==> src/rtl/wsfd_pkg.sv <==
`timescale 1ns / 1ps

package wsfd_pkg;

	localparam logic [7:0] FIN_BIT     = 8'h80;
	localparam logic [7:0] MASK_BIT    = 8'h80;
	localparam logic [7:0] LEN7_MASK   = 8'h7f;
	localparam logic [6:0] LEN7_MAX    = 7'd125;
	localparam logic [6:0] LEN7_EXT16  = 7'd126;
	localparam logic [6:0] LEN7_EXT64  = 7'd127;
	localparam logic [3:0] EXT16_BYTES = 4'd2;
	localparam logic [3:0] EXT64_BYTES = 4'd8;
	localparam logic [3:0] KEY_BYTES   = 4'd4;

	typedef enum logic [4:0] {
		PH_HDR0    = 5'b00001,
		PH_HDR1    = 5'b00010,
		PH_EXTLEN  = 5'b00100,
		PH_MASK    = 5'b01000,
		PH_PAYLOAD = 5'b10000
	} phase_t;

	typedef struct packed {
		logic       valid;
		logic [7:0] payload_byte;
		logic       has_byte;
		logic       frame_end;
		logic       message_end;
	} result_t;

endpackage

==> src/rtl/wsfd_in_reg.sv <==
`timescale 1ns / 1ps

module wsfd_in_reg (
	input  logic       clk,
	input  logic       arst_n,
	input  logic       data_valid,
	output logic       data_stall,
	input  logic [7:0] data_byte,
	input  logic       advance,
	output logic       valid_s1,
	output logic [7:0] byte_s1
);

	logic load;

	assign load       = advance || !valid_s1;
	assign data_stall = !load;

	always_ff @(posedge clk or negedge arst_n) begin
		if (!arst_n) begin
			valid_s1 <= 1'b0;
		end else if (load) begin
			valid_s1 <= data_valid;
		end
	end

	always_ff @(posedge clk) begin
		if (load && data_valid) begin
			byte_s1 <= data_byte;
		end
	end

endmodule

==> src/rtl/wsfd_parser.sv <==
`timescale 1ns / 1ps

module wsfd_parser
	import wsfd_pkg::*;
(
	input  logic       clk,
	input  logic       arst_n,
	input  logic       step,
	input  logic [7:0] byte_s1,
	output result_t    result
);

	phase_t      phase_q, phase_d;
	logic        fin_q, fin_d;
	logic        mask_q, mask_d;
	logic [3:0]  hdr_left_q, hdr_left_d;
	logic [63:0] remaining_q, remaining_d;
	logic [31:0] key_q, key_d;
	logic [1:0]  offset_q, offset_d;
	logic [6:0]  len7;
	logic [3:0]  hdr_left_dec;
	logic [7:0]  key_byte;
	logic        last;
	logic        length_done;
	logic        header_done;
	logic [63:0] length_val;

	assign len7         = byte_s1[6:0] & LEN7_MASK[6:0];
	assign hdr_left_dec = hdr_left_q - 4'd1;
	assign last         = (remaining_q == 64'd1);

	always_comb begin
		case (offset_q)
			2'd0:    key_byte = key_q[31:24];
			2'd1:    key_byte = key_q[23:16];
			2'd2:    key_byte = key_q[15:8];
			default: key_byte = key_q[7:0];
		endcase
	end

	always_comb begin
		phase_d     = phase_q;
		fin_d       = fin_q;
		mask_d      = mask_q;
		hdr_left_d  = hdr_left_q;
		remaining_d = remaining_q;
		key_d       = key_q;
		offset_d    = offset_q;
		length_done = 1'b0;
		header_done = 1'b0;
		length_val  = remaining_q;
		result      = '0;

		case (phase_q)
			PH_HDR1: begin
				mask_d = (byte_s1 & MASK_BIT) != 8'h00;
				if (len7 <= LEN7_MAX) begin
					length_val  = {57'd0, len7};
					remaining_d = length_val;
					length_done = 1'b1;
				end else begin
					remaining_d = '0;
					hdr_left_d  = (len7 == LEN7_EXT16) ? EXT16_BYTES : EXT64_BYTES;
					phase_d     = PH_EXTLEN;
				end
			end
			PH_EXTLEN: begin
				length_val  = {remaining_q[55:0], byte_s1};
				remaining_d = length_val;
				hdr_left_d  = hdr_left_dec;
				length_done = (hdr_left_dec == 4'd0);
			end
			PH_MASK: begin
				key_d       = {key_q[23:0], byte_s1};
				hdr_left_d  = hdr_left_dec;
				header_done = (hdr_left_dec == 4'd0);
			end
			PH_PAYLOAD: begin
				offset_d             = offset_q + 2'd1;
				remaining_d          = remaining_q - 64'd1;
				result.valid         = 1'b1;
				result.payload_byte  = mask_q ? (byte_s1 ^ key_byte) : byte_s1;
				result.has_byte      = 1'b1;
				result.frame_end     = last;
				result.message_end   = last && fin_q;
				if (last) begin
					phase_d = PH_HDR0;
				end
			end
			default: begin
				fin_d   = (byte_s1 & FIN_BIT) != 8'h00;
				phase_d = PH_HDR1;
			end
		endcase

		if (length_done) begin
			if (mask_d) begin
				hdr_left_d = KEY_BYTES;
				key_d      = '0;
				phase_d    = PH_MASK;
			end else begin
				header_done = 1'b1;
			end
		end

		if (header_done) begin
			offset_d = 2'd0;
			if (length_val != 64'd0) begin
				phase_d = PH_PAYLOAD;
			end else begin
				phase_d = PH_HDR0;
				if (fin_q) begin
					result.valid       = 1'b1;
					result.frame_end   = 1'b1;
					result.message_end = 1'b1;
				end
			end
		end

		if (!step) begin
			result.valid = 1'b0;
		end
	end

	always_ff @(posedge clk or negedge arst_n) begin
		if (!arst_n) begin
			phase_q     <= PH_HDR0;
			fin_q       <= 1'b0;
			mask_q      <= 1'b0;
			hdr_left_q  <= '0;
			remaining_q <= '0;
			key_q       <= '0;
			offset_q    <= '0;
		end else if (step) begin
			phase_q     <= phase_d;
			fin_q       <= fin_d;
			mask_q      <= mask_d;
			hdr_left_q  <= hdr_left_d;
			remaining_q <= remaining_d;
			key_q       <= key_d;
			offset_q    <= offset_d;
		end
	end

endmodule

==> src/rtl/wsfd_out_reg.sv <==
`timescale 1ns / 1ps

module wsfd_out_reg
	import wsfd_pkg::*;
(
	input  logic       clk,
	input  logic       arst_n,
	input  result_t    result,
	output logic       advance,
	output logic       result_valid,
	input  logic       result_stall,
	output logic [7:0] payload_byte,
	output logic       has_byte,
	output logic       frame_end,
	output logic       message_end
);

	assign advance = !result_valid || !result_stall;

	always_ff @(posedge clk or negedge arst_n) begin
		if (!arst_n) begin
			result_valid <= 1'b0;
		end else if (advance) begin
			result_valid <= result.valid;
		end
	end

	always_ff @(posedge clk) begin
		if (advance && result.valid) begin
			payload_byte <= result.payload_byte;
			has_byte     <= result.has_byte;
			frame_end    <= result.frame_end;
			message_end  <= result.message_end;
		end
	end

endmodule

==> src/rtl/websocket_frame_deframer.sv <==
`timescale 1ns / 1ps

// WebSocket frame deframer. The input channel carries one stream byte per
// transaction on data_byte, header and payload bytes alike. The output
// channel carries one transaction per payload byte, unmasked with the frame's
// key if masked; a final frame of zero length gives one with has_byte low.
// frame_end marks the last transaction of a frame and message_end the last
// transaction of a frame whose FIN bit was set. Header bytes give no output.
// A byte is registered on acceptance, parsed once the output register can
// advance and its result registered, so a result is offered in the cycle
// after the byte is parsed. One byte is taken every cycle when not stalled.
// The rate is set by the single parse stage, where each byte needs only a
// header state update or an XOR and a 64-bit length decrement.
// Reset clears both stage valid flags; the parser returns to the first header
// byte. When the receiver stalls, the output register holds its result, the
// input register fills and then data_stall is raised until the output drains.

module websocket_frame_deframer
	import wsfd_pkg::*;
(
	input  logic       clk,
	input  logic       arst_n,
	input  logic       data_valid,
	output logic       data_stall,
	input  logic [7:0] data_byte,
	output logic       result_valid,
	input  logic       result_stall,
	output logic [7:0] payload_byte,
	output logic       has_byte,
	output logic       frame_end,
	output logic       message_end
);

	logic       advance;
	logic       valid_s1;
	logic [7:0] byte_s1;
	result_t    result;

	wsfd_in_reg u_in_reg (
		.clk        (clk),
		.arst_n     (arst_n),
		.data_valid (data_valid),
		.data_stall (data_stall),
		.data_byte  (data_byte),
		.advance    (advance),
		.valid_s1   (valid_s1),
		.byte_s1    (byte_s1)
	);

	wsfd_parser u_parser (
		.clk     (clk),
		.arst_n  (arst_n),
		.step    (valid_s1 && advance),
		.byte_s1 (byte_s1),
		.result  (result)
	);

	wsfd_out_reg u_out_reg (
		.clk          (clk),
		.arst_n       (arst_n),
		.result       (result),
		.advance      (advance),
		.result_valid (result_valid),
		.result_stall (result_stall),
		.payload_byte (payload_byte),
		.has_byte     (has_byte),
		.frame_end    (frame_end),
		.message_end  (message_end)
	);

endmodule

==> config.mk <==
export PLATFORM = sky130hd
export DESIGN_NAME = websocket_frame_deframer
export DESIGN_NICKNAME = d
export VERILOG_FILES = /design/src/rtl/wsfd_pkg.sv /design/src/rtl/wsfd_in_reg.sv /design/src/rtl/wsfd_parser.sv /design/src/rtl/wsfd_out_reg.sv /design/src/rtl/websocket_frame_deframer.sv
export SDC_FILE = /design/constraint.sdc
export NUM_CORES = 1
export LEC_CHECK = 0
export ABC_AREA = 1
export BUFFER_PORTS_ARGS = -buffer_cell sky130_fd_sc_hd__buf_2
export CORE_ASPECT_RATIO = 1.4
export CORE_UTILIZATION = 57
export CTS_CLUSTER_SIZE = 24
export DETAILED_ROUTE_END_ITERATION = 10
export HOLD_SLACK_MARGIN = 0.05
export PLACE_DENSITY_LB_ADDON = 0.08
export SYNTH_ARGS = -nofsm -noshare
export SYNTH_HDL_FRONTEND = slang
export SYNTH_SLANG_ARGS = --single-unit
==> constraint.sdc <==
create_clock -name clk -period 2.1 [get_ports clk]
set_clock_uncertainty 0.1 [all_clocks]
set_input_delay 0.21 -clock clk [delete_from_list [all_inputs] [get_ports clk]]
set_output_delay 0.21 -clock clk [all_outputs]
set_load 0.005 [all_outputs]
======== Yosys cells after proc, flatten, opt, wreduce, memory -nomap -nowiden ========
Index checks and enable logic that the tools add are counted.
storage, ports and cells
  logic and storage cells ................. 85
  RAM bits ................................ 0
  bits in latches ......................... 0
  ROM bits ................................ 0
  output and inout port bits .............. 13
  bits of input ports ..................... 12
  memories kept ........................... 0
  register bits ........................... 130
cells by class
  magnitude comparators ................... 1
  eq/ne operators ......................... 8
  bitwise gates (word level) .............. 2
  reduce and logical (&&, ||, !) cells .... 20
  shift-type cells ........................ 0
  divide/modulo/power cells ............... 0
  add/sub/neg operators ................... 3
  multiplexer cells ....................... 37
  multiply operators ...................... 0
operators by type and width
  cell                   count
  $pmux 64 s3            1
  $pmux 64 s2            1
  $mux 32                3
  $eq 64x1->1 const B    1
  $mux 64                1
  $reduce_bool 64->1     1
  $sub 64x1->64 const B  1
  $mux 5                 6
  $pmux 8 s3             1
  $mux 4                 4
  $pmux 5 s3             1
  $mux 12                1
  $mux 2                 5
  $mux 1                 9
  $mux 8                 1
  $pmux 4 s2             1
  $xor 8x8->8            1
  $eq 7x7->1 const B     1
  $le 7x7->1 const B     1
  $mux 7                 1
  $reduce_and 2->1       3
  $eq 5x2->1 const B     1
  $eq 5x3->1 const B     1
  $eq 5x4->1 const B     1
  16 further kinds       23

======== Depth between registers and ports, before layout ========
  word-level depth ........................ 10
  mapped depth ............................ 13
  mapped depth without buffers ............ 13

======== Cells and area by module ========
A second synthesis with hierarchy kept.
second synthesis, totals
  cells, all modules ...................... 1,229
  area total of the unflattened synthesis .. 8,705.8 um2
by module, submodules not included
  module                    seq. area each (um2)  cells each  times used  area an instance (um2)
  wsfd_parser               2,728.9               1,196       1           8,029.0
  wsfd_out_reg              355.3                 16          1           371.6
  wsfd_in_reg               265.3                 15          1           297.8
  websocket_frame_deframer  0.0                   2           1           7.5

======== Worst setup path after synthesis ========
Ideal clock, no wire load.
  path type ............................... reg-to-reg
  start ................................... reg u_parser.hdr_left_q[0]
  end ..................................... reg u_out_reg.frame_end, enable pin
  cell stages (with the launch flop) ...... 11
  buffers on the path ..................... 0
  data arrival time ....................... 1,652 ps
  period minus slack after synthesis ...... 2,097 ps
  required time ........................... 1,655 ps
  library setup time ...................... 345 ps
  slack ................................... 3 ps
  cells stage by stage .................... dfrtp_1 -> inv_1 -> ha_1 -> xor2_1 -> nor2_1 -> nand3_1 -> nand2_1 -> nand2_1 -> nand2_1 -> nand4_1 -> nand2_1
between the ends
  word-level cells in the longest chain between the ends .. 8
  elaborated cells between the ends (all ways) .. 9
  classes of those cells .................. 1 x add/sub; 6 x mux; 2 x reduce/logical
ends and longest elaborated chain
  what                    RTL line                              text
  from (decl)             wsfd_parser.sv:16                     logic [3:0] hdr_left_q, hdr_left_d;
  from (signal assigned)  wsfd_parser.sv:138                    hdr_left_q <= hdr_left_d;
  $sub 4x1->4 (*)         wsfd_parser.sv:29                     assign hdr_left_dec = hdr_left_q - 4'd1;
  $logic_not 4->1 (*)     wsfd_parser.sv:71, wsfd_parser.sv:76
  $mux 1                  wsfd_parser.sv:54                     case (phase_q)
  $mux 1                  wsfd_parser.sv:97                     if (mask_d) begin
  $mux 1 (*)              wsfd_parser.sv:96                     if (length_done) begin
  $mux 1 (*)              wsfd_parser.sv:106                    if (header_done) begin
  $mux 1 (*)              wsfd_parser.sv:120                    if (!step) begin
  $logic_and 1x1->1 (*)   wsfd_out_reg.sv:29                    if (advance && result.valid) begin
  to (signal assigned)    wsfd_out_reg.sv:32                    frame_end <= result.frame_end;
  to (decl)               wsfd_out_reg.sv:14                    output logic frame_end,
Every way passes the cells marked *; elsewhere a longest branch is shown, timed or not.
A chain may end at the register's enable or synchronous reset.

======== Final worst setup path ========
  start ................................... reg u_parser.hdr_left_q[1]
  end ..................................... reg u_out_reg.payload_byte[4], enable pin
between the ends
  word-level cells in the longest chain between the ends .. 8
  elaborated cells between the ends (all ways) .. 9
  classes of those cells .................. 1 x add/sub; 6 x mux; 2 x reduce/logical
ends and longest elaborated chain
  what                   RTL line                              text
  $sub 4x1->4 (*)        wsfd_parser.sv:29
  $logic_not 4->1 (*)    wsfd_parser.sv:71, wsfd_parser.sv:76
  $mux 1                 wsfd_parser.sv:54
  $mux 1                 wsfd_parser.sv:97
  $mux 1 (*)             wsfd_parser.sv:96
  $mux 1 (*)             wsfd_parser.sv:106
  $mux 1 (*)             wsfd_parser.sv:120
  $logic_and 1x1->1 (*)  wsfd_out_reg.sv:29
  to (signal assigned)   wsfd_out_reg.sv:30                    payload_byte <= result.payload_byte;
  to (decl)              wsfd_out_reg.sv:12                    output logic [7:0] payload_byte,
Marks and branches as above.

==> flow_summary.rst <==
.. list-table::
   :header-rows: 1

   * - Metric
     - Value
   * - Clock Tree Buf Depth
     - 2
   * - Worst R2R Setup Slack
     - -0.06 ns
   * - Total negative slack
     - -0.647 ns
   * - Sequential area share after synthesis
     - 39.6%
   * - Critical-path top delay cell
     - sky130_fd_sc_hd__dfrtp_1
   * - Worst-path cell chain
     - inv_2 -> buf_4 -> nand3_1 -> xor2_2 -> nand3_2 -> nand2_2 -> nand2_1 -> nand2_2 -> nand4_1 -> nand2_2 -> buf_12
   * - Number of diodes
     - 0
   * - Vias per cell
     - 5.76
   * - Static Leakage
     - 0.00522 uW
   * - Synth unique cells
     - 41
   * - CTS clock-pin slew for the worst setup and hold paths
     - 0.06 ns
   * - Number of top-level pins
     - 25
   * - Htree depth
     - 4
   * - CP Capture Type
     - flop
   * - Setup violators final
     - 15
   * - Core Footprint
     - 14500 sq um
   * - Standard cell area after detailed placement
     - 9870 sq um
   * - Startpoint type of the worst setup path
     - flop
   * - Result of the run
     - finished, violations left
   * - Antenna violations before repair
     - 0
   * - Via count of the routed design
     - 9043
   * - Share of power burned in registers
     - 27.6%
   * - Post-DP HPWL
     - 19.5 mm
   * - Final-stage net count
     - 1387
   * - Number of rows in the core area
     - 52
   * - Clock share of power
     - 20.8%
   * - RR Startpoint
     - u_parser.hdr_left_q[1]
   * - Count of state elements after synthesis
     - 130
   * - Maximum fanout along the worst path
     - 11
   * - Transition time at the pin with the least slew margin
     - 0.645 ns
   * - Routability cong.
     - 0.971
   * - Count of buffer and inverter cells on the critical path
     - 3
   * - Number of iterations in the first detailed-routing pass
     - 5
   * - Arrival time at the worst endpoint
     - 2.21 ns
   * - Cell count of the worst reg-to-reg path
     - 11
   * - Max-cap violations
     - 0
   * - Final Instance Area
     - 11200 sq um
   * - Fraction of final layout cells with drive strength greater than 1
     - 27.0%
   * - Count of input and output buffers
     - 24
   * - TritonCTS clock tree
     - built
   * - Type of the tightest min-delay check
     - in2async
   * - Net count after synthesis
     - 1200
   * - Most frequent cells in the layout
     - 227 x sky130_fd_sc_hd__nand2_1, 158 x sky130_fd_sc_hd__buf_4, 153 x sky130_fd_sc_hd__inv_1, 121 x sky130_fd_sc_hd__nor2_1, 101 x sky130_fd_sc_hd__dfrtp_1
   * - Insertion delay to the later sink of the worst-skew pair
     - 0.43 ns
   * - Root buffer cell
     - sky130_fd_sc_hd__clkbuf_16
   * - Initial DRC Count
     - 848
   * - Combinational cell fraction of total power
     - 51.6%
   * - DRC violations left
     - 0
   * - Detail Route Antenna Nets
     - 0
   * - Wire length of the first global-routing pass
     - 43.2 mm
   * - P&R area growth vs syn
     - 32.1%
   * - Violated checks
     - negative setup slack
   * - Period Utilization, post-route
     - 103%
   * - Most common cell after layout, fill and taps aside
     - sky130_fd_sc_hd__nand2_1
   * - Height of the die
     - 146 microns
   * - Internal power contribution
     - 9500 uW
   * - Instance count after placement with tap cells included
     - 1504
   * - Initial Util
     - 58.4%
   * - Sw Pwr
     - 7020 uW
   * - Critical path start-end classification
     - reg2reg
   * - Final Worst Setup Slack
     - -0.0565 ns
   * - Vias in the first global route
     - 8627
   * - Number of hold-slack violations in the final timing report
     - 0
   * - Family with the most delay on the worst path
     - simple AND/OR/NAND/NOR gates
   * - Switch share
     - 42.5%
   * - Final instance count without filler cells
     - 1569
   * - Mapped Area
     - 8470 sq um
   * - Relative slew slack
     - 57.0%
   * - Detailed Route WL
     - 28.2 mm
   * - Die span in x
     - 105 microns
   * - Max-slew violation count
     - 0
   * - Maximum number of pins on one net before global-route repair
     - 106
   * - Post-Syn Instances
     - 1180
   * - CTS Sinks
     - 130
   * - Total global routing overflow
     - 0
   * - CP Data Required Time
     - 2.15 ns
   * - Synthesized area per cell
     - 7.18 sq um
   * - Warning count from the yosys run
     - 0
   * - Gr usage total
     - 36.4%
   * - Largest stage delay on the critical path
     - 0.40 ns
   * - Full die area
     - 15400 sq um
   * - RR Endpoint
     - u_out_reg.payload_byte[4]
   * - Number of buffers created by CTS
     - 17
   * - Cell area power density
     - 1480 nW/um^2
   * - Library cell appearing most often on the critical path
     - sky130_fd_sc_hd__nand2_2
   * - Post-layout min period
     - 2.16 ns
   * - Post-placement worst setup slack
     - -0.0609 ns
   * - IR Drop Worst-Case VDD
     - 0.000826 V
   * - Fmax achieved
     - 464 MHz
   * - Drt wl/cell
     - 18.0 microns
   * - Unrepaired setup endpoints after global routing
     - true
[registers in the layout (all words and copies together), names as in the netlist]
register                cells
u_in_reg.byte_s1            8
u_in_reg.valid_s1           1
u_out_reg.frame_end         1
u_out_reg.has_byte          1
u_out_reg.message_end       1
u_out_reg.payload_byte      8
u_out_reg.result_valid      1
u_parser.fin_q              1
u_parser.hdr_left_q         4
u_parser.key_q             32
u_parser.mask_q             1
u_parser.offset_q           2
u_parser.phase_q            5
u_parser.remaining_q       64
[power groups by stage]
| stage | Clock [uW] | Sequential [uW] | Combinational (uW) |
|---|---|---|---|
| floorplan | 0 | 4460 | 4420 |
| detailed placement | 0 | 4450 | 7720 |
| global route | 3560 | 4640 | 9310 |
| finish | 3430 | 4570 | 8530 |
| global placement | 0 | 4420 | 7600 |
| CTS | 3450 | 4430 | 7880 |
[tightest hold or removal path: cells and delay by family]
kind | cells | cell delay, ns
buf+inv | 3 | 1.07
[layout make-up]
class,instances,area (sq um)
Tap cell,189,236
Clock buffer,19,433
Inverter,165,629
Clock inverter,13,231
Sequential cell,130,3360
Fill cell,1058,3330
Multi-Input combinational cell,845,4600
Timing Repair Buffer,208,1690
[metal layers]
layer | global-route usage (%) | vias to the layer above | share of wire, %
met3 | 5.54 | 109 | 5.1
li1 | - | 4298 | -
met4 | 24.5 | 0 | 6.7
met2 | 64.9 | 394 | 52
met5 | 0 | - | 0
met1 | 39.6 | 4242 | 36
[stage by stage]
step                util, %  hold slack (ns)  total power [uW]
floorplan                 -           -0.186              8890
global placement       68.0          -0.0678             12000
detailed placement     68.0          -0.0662             12200
CTS                    74.0            0.345             15800
global route           77.1            0.371             17500
finish                 77.1            0.293             16500
[synthesized netlist by cell type]
library cell / instances / area share (%)
sky130_fd_sc_hd__nor3_1: 17 / 1.0
sky130_fd_sc_hd__dfrtp_1: 110 / 33
sky130_fd_sc_hd__nand4_1: 8 / 0.59
sky130_fd_sc_hd__nor2_2: 23 / 1.7
sky130_fd_sc_hd__a211oi_1: 1 / 0.089
sky130_fd_sc_hd__nor2_4: 15 / 2.0
sky130_fd_sc_hd__nand2_4: 1 / 0.13
sky130_fd_sc_hd__clkbuf_1: 15 / 0.66
sky130_fd_sc_hd__o211ai_1: 33 / 2.9
sky130_fd_sc_hd__xor2_1: 2 / 0.21
sky130_fd_sc_hd__nor2_1: 152 / 6.7
sky130_fd_sc_hd__o22ai_1: 11 / 0.81
sky130_fd_sc_hd__dfstp_2: 1 / 0.31
sky130_fd_sc_hd__and3_1: 1 / 0.074
sky130_fd_sc_hd__edfxtp_1: 19 / 6.7
sky130_fd_sc_hd__a221oi_1: 5 / 0.52
sky130_fd_sc_hd__nand2_1: 240 / 11
sky130_fd_sc_hd__o221ai_1: 3 / 0.31
sky130_fd_sc_hd__a31oi_1: 4 / 0.30
sky130_fd_sc_hd__nor4_1: 1 / 0.074
sky130_fd_sc_hd__nor3b_1: 5 / 0.44
sky130_fd_sc_hd__ha_1: 8 / 1.2
sky130_fd_sc_hd__o21ai_0: 47 / 2.8
sky130_fd_sc_hd__buf_1: 1 / 0.044
sky130_fd_sc_hd__buf_2: 21 / 1.2
sky130_fd_sc_hd__nand2_2: 13 / 0.96
sky130_fd_sc_hd__nand3_2: 4 / 0.47
sky130_fd_sc_hd__inv_1: 156 / 6.9
sky130_fd_sc_hd__nor3_2: 1 / 0.12
sky130_fd_sc_hd__buf_6: 3 / 0.40
sky130_fd_sc_hd__or2_2: 4 / 0.30
sky130_fd_sc_hd__a22o_1: 1 / 0.10
sky130_fd_sc_hd__a32o_1: 1 / 0.12
sky130_fd_sc_hd__a32oi_1: 2 / 0.21
sky130_fd_sc_hd__nand3_1: 83 / 4.9
sky130_fd_sc_hd__nand3_4: 3 / 0.62
sky130_fd_sc_hd__inv_2: 9 / 0.40
sky130_fd_sc_hd__o21ai_1: 14 / 0.83
sky130_fd_sc_hd__nand3b_1: 3 / 0.27
sky130_fd_sc_hd__a22oi_1: 39 / 3.5
sky130_fd_sc_hd__a21oi_1: 100 / 5.9
[what timing repair did]
action                                  CTS  global route
buffers inserted                          5            14
cloned                                    0             2
hold endpoints to repair                120             0
endpoints found under the setup margin   12            49
resized for setup                        15            84
pin swaps                                 3            18
hold buffers                             12             0
[worst max path at each step]
| stage | to | slack (ns) | depth (start not counted) | start |
|---|---|---|---|---|
| 3_3_place_gp | u_parser.remaining_q[44] | -0.01 | 9 | u_parser.remaining_q[21] |
| 2_1_floorplan | u_out_reg.frame_end | 0.003 | 10 | u_parser.hdr_left_q[0] |
| 4_1_cts | u_out_reg.frame_end | -0.03 | 11 | u_parser.hdr_left_q[1] |
| 3_5_place_dp | u_out_reg.payload_byte[4] | -0.06 | 11 | u_in_reg.byte_s1[5] |
| 5_1_grt | u_out_reg.payload_byte[7] | -0.20 | 12 | u_parser.remaining_q[7] |
| 6_report | u_out_reg.payload_byte[4] | -0.06 | 11 | u_parser.hdr_left_q[1] |
[kinds of logic (layout without fill, tap and decap cells)]
logic type,count (synthesis),in the layout,synth area share (%)
adders and majority gates,8,8,1.18
AOI/OAI and AO/OA,261,261,18.4
xor gates and xnor gates,2,2,0.207
and+or+nand+nor,574,574,31.0
DFF,130,130,39.6
buffers and inverters,205,405,9.66
No activity file was read; power rests on OpenSTA's default activity.
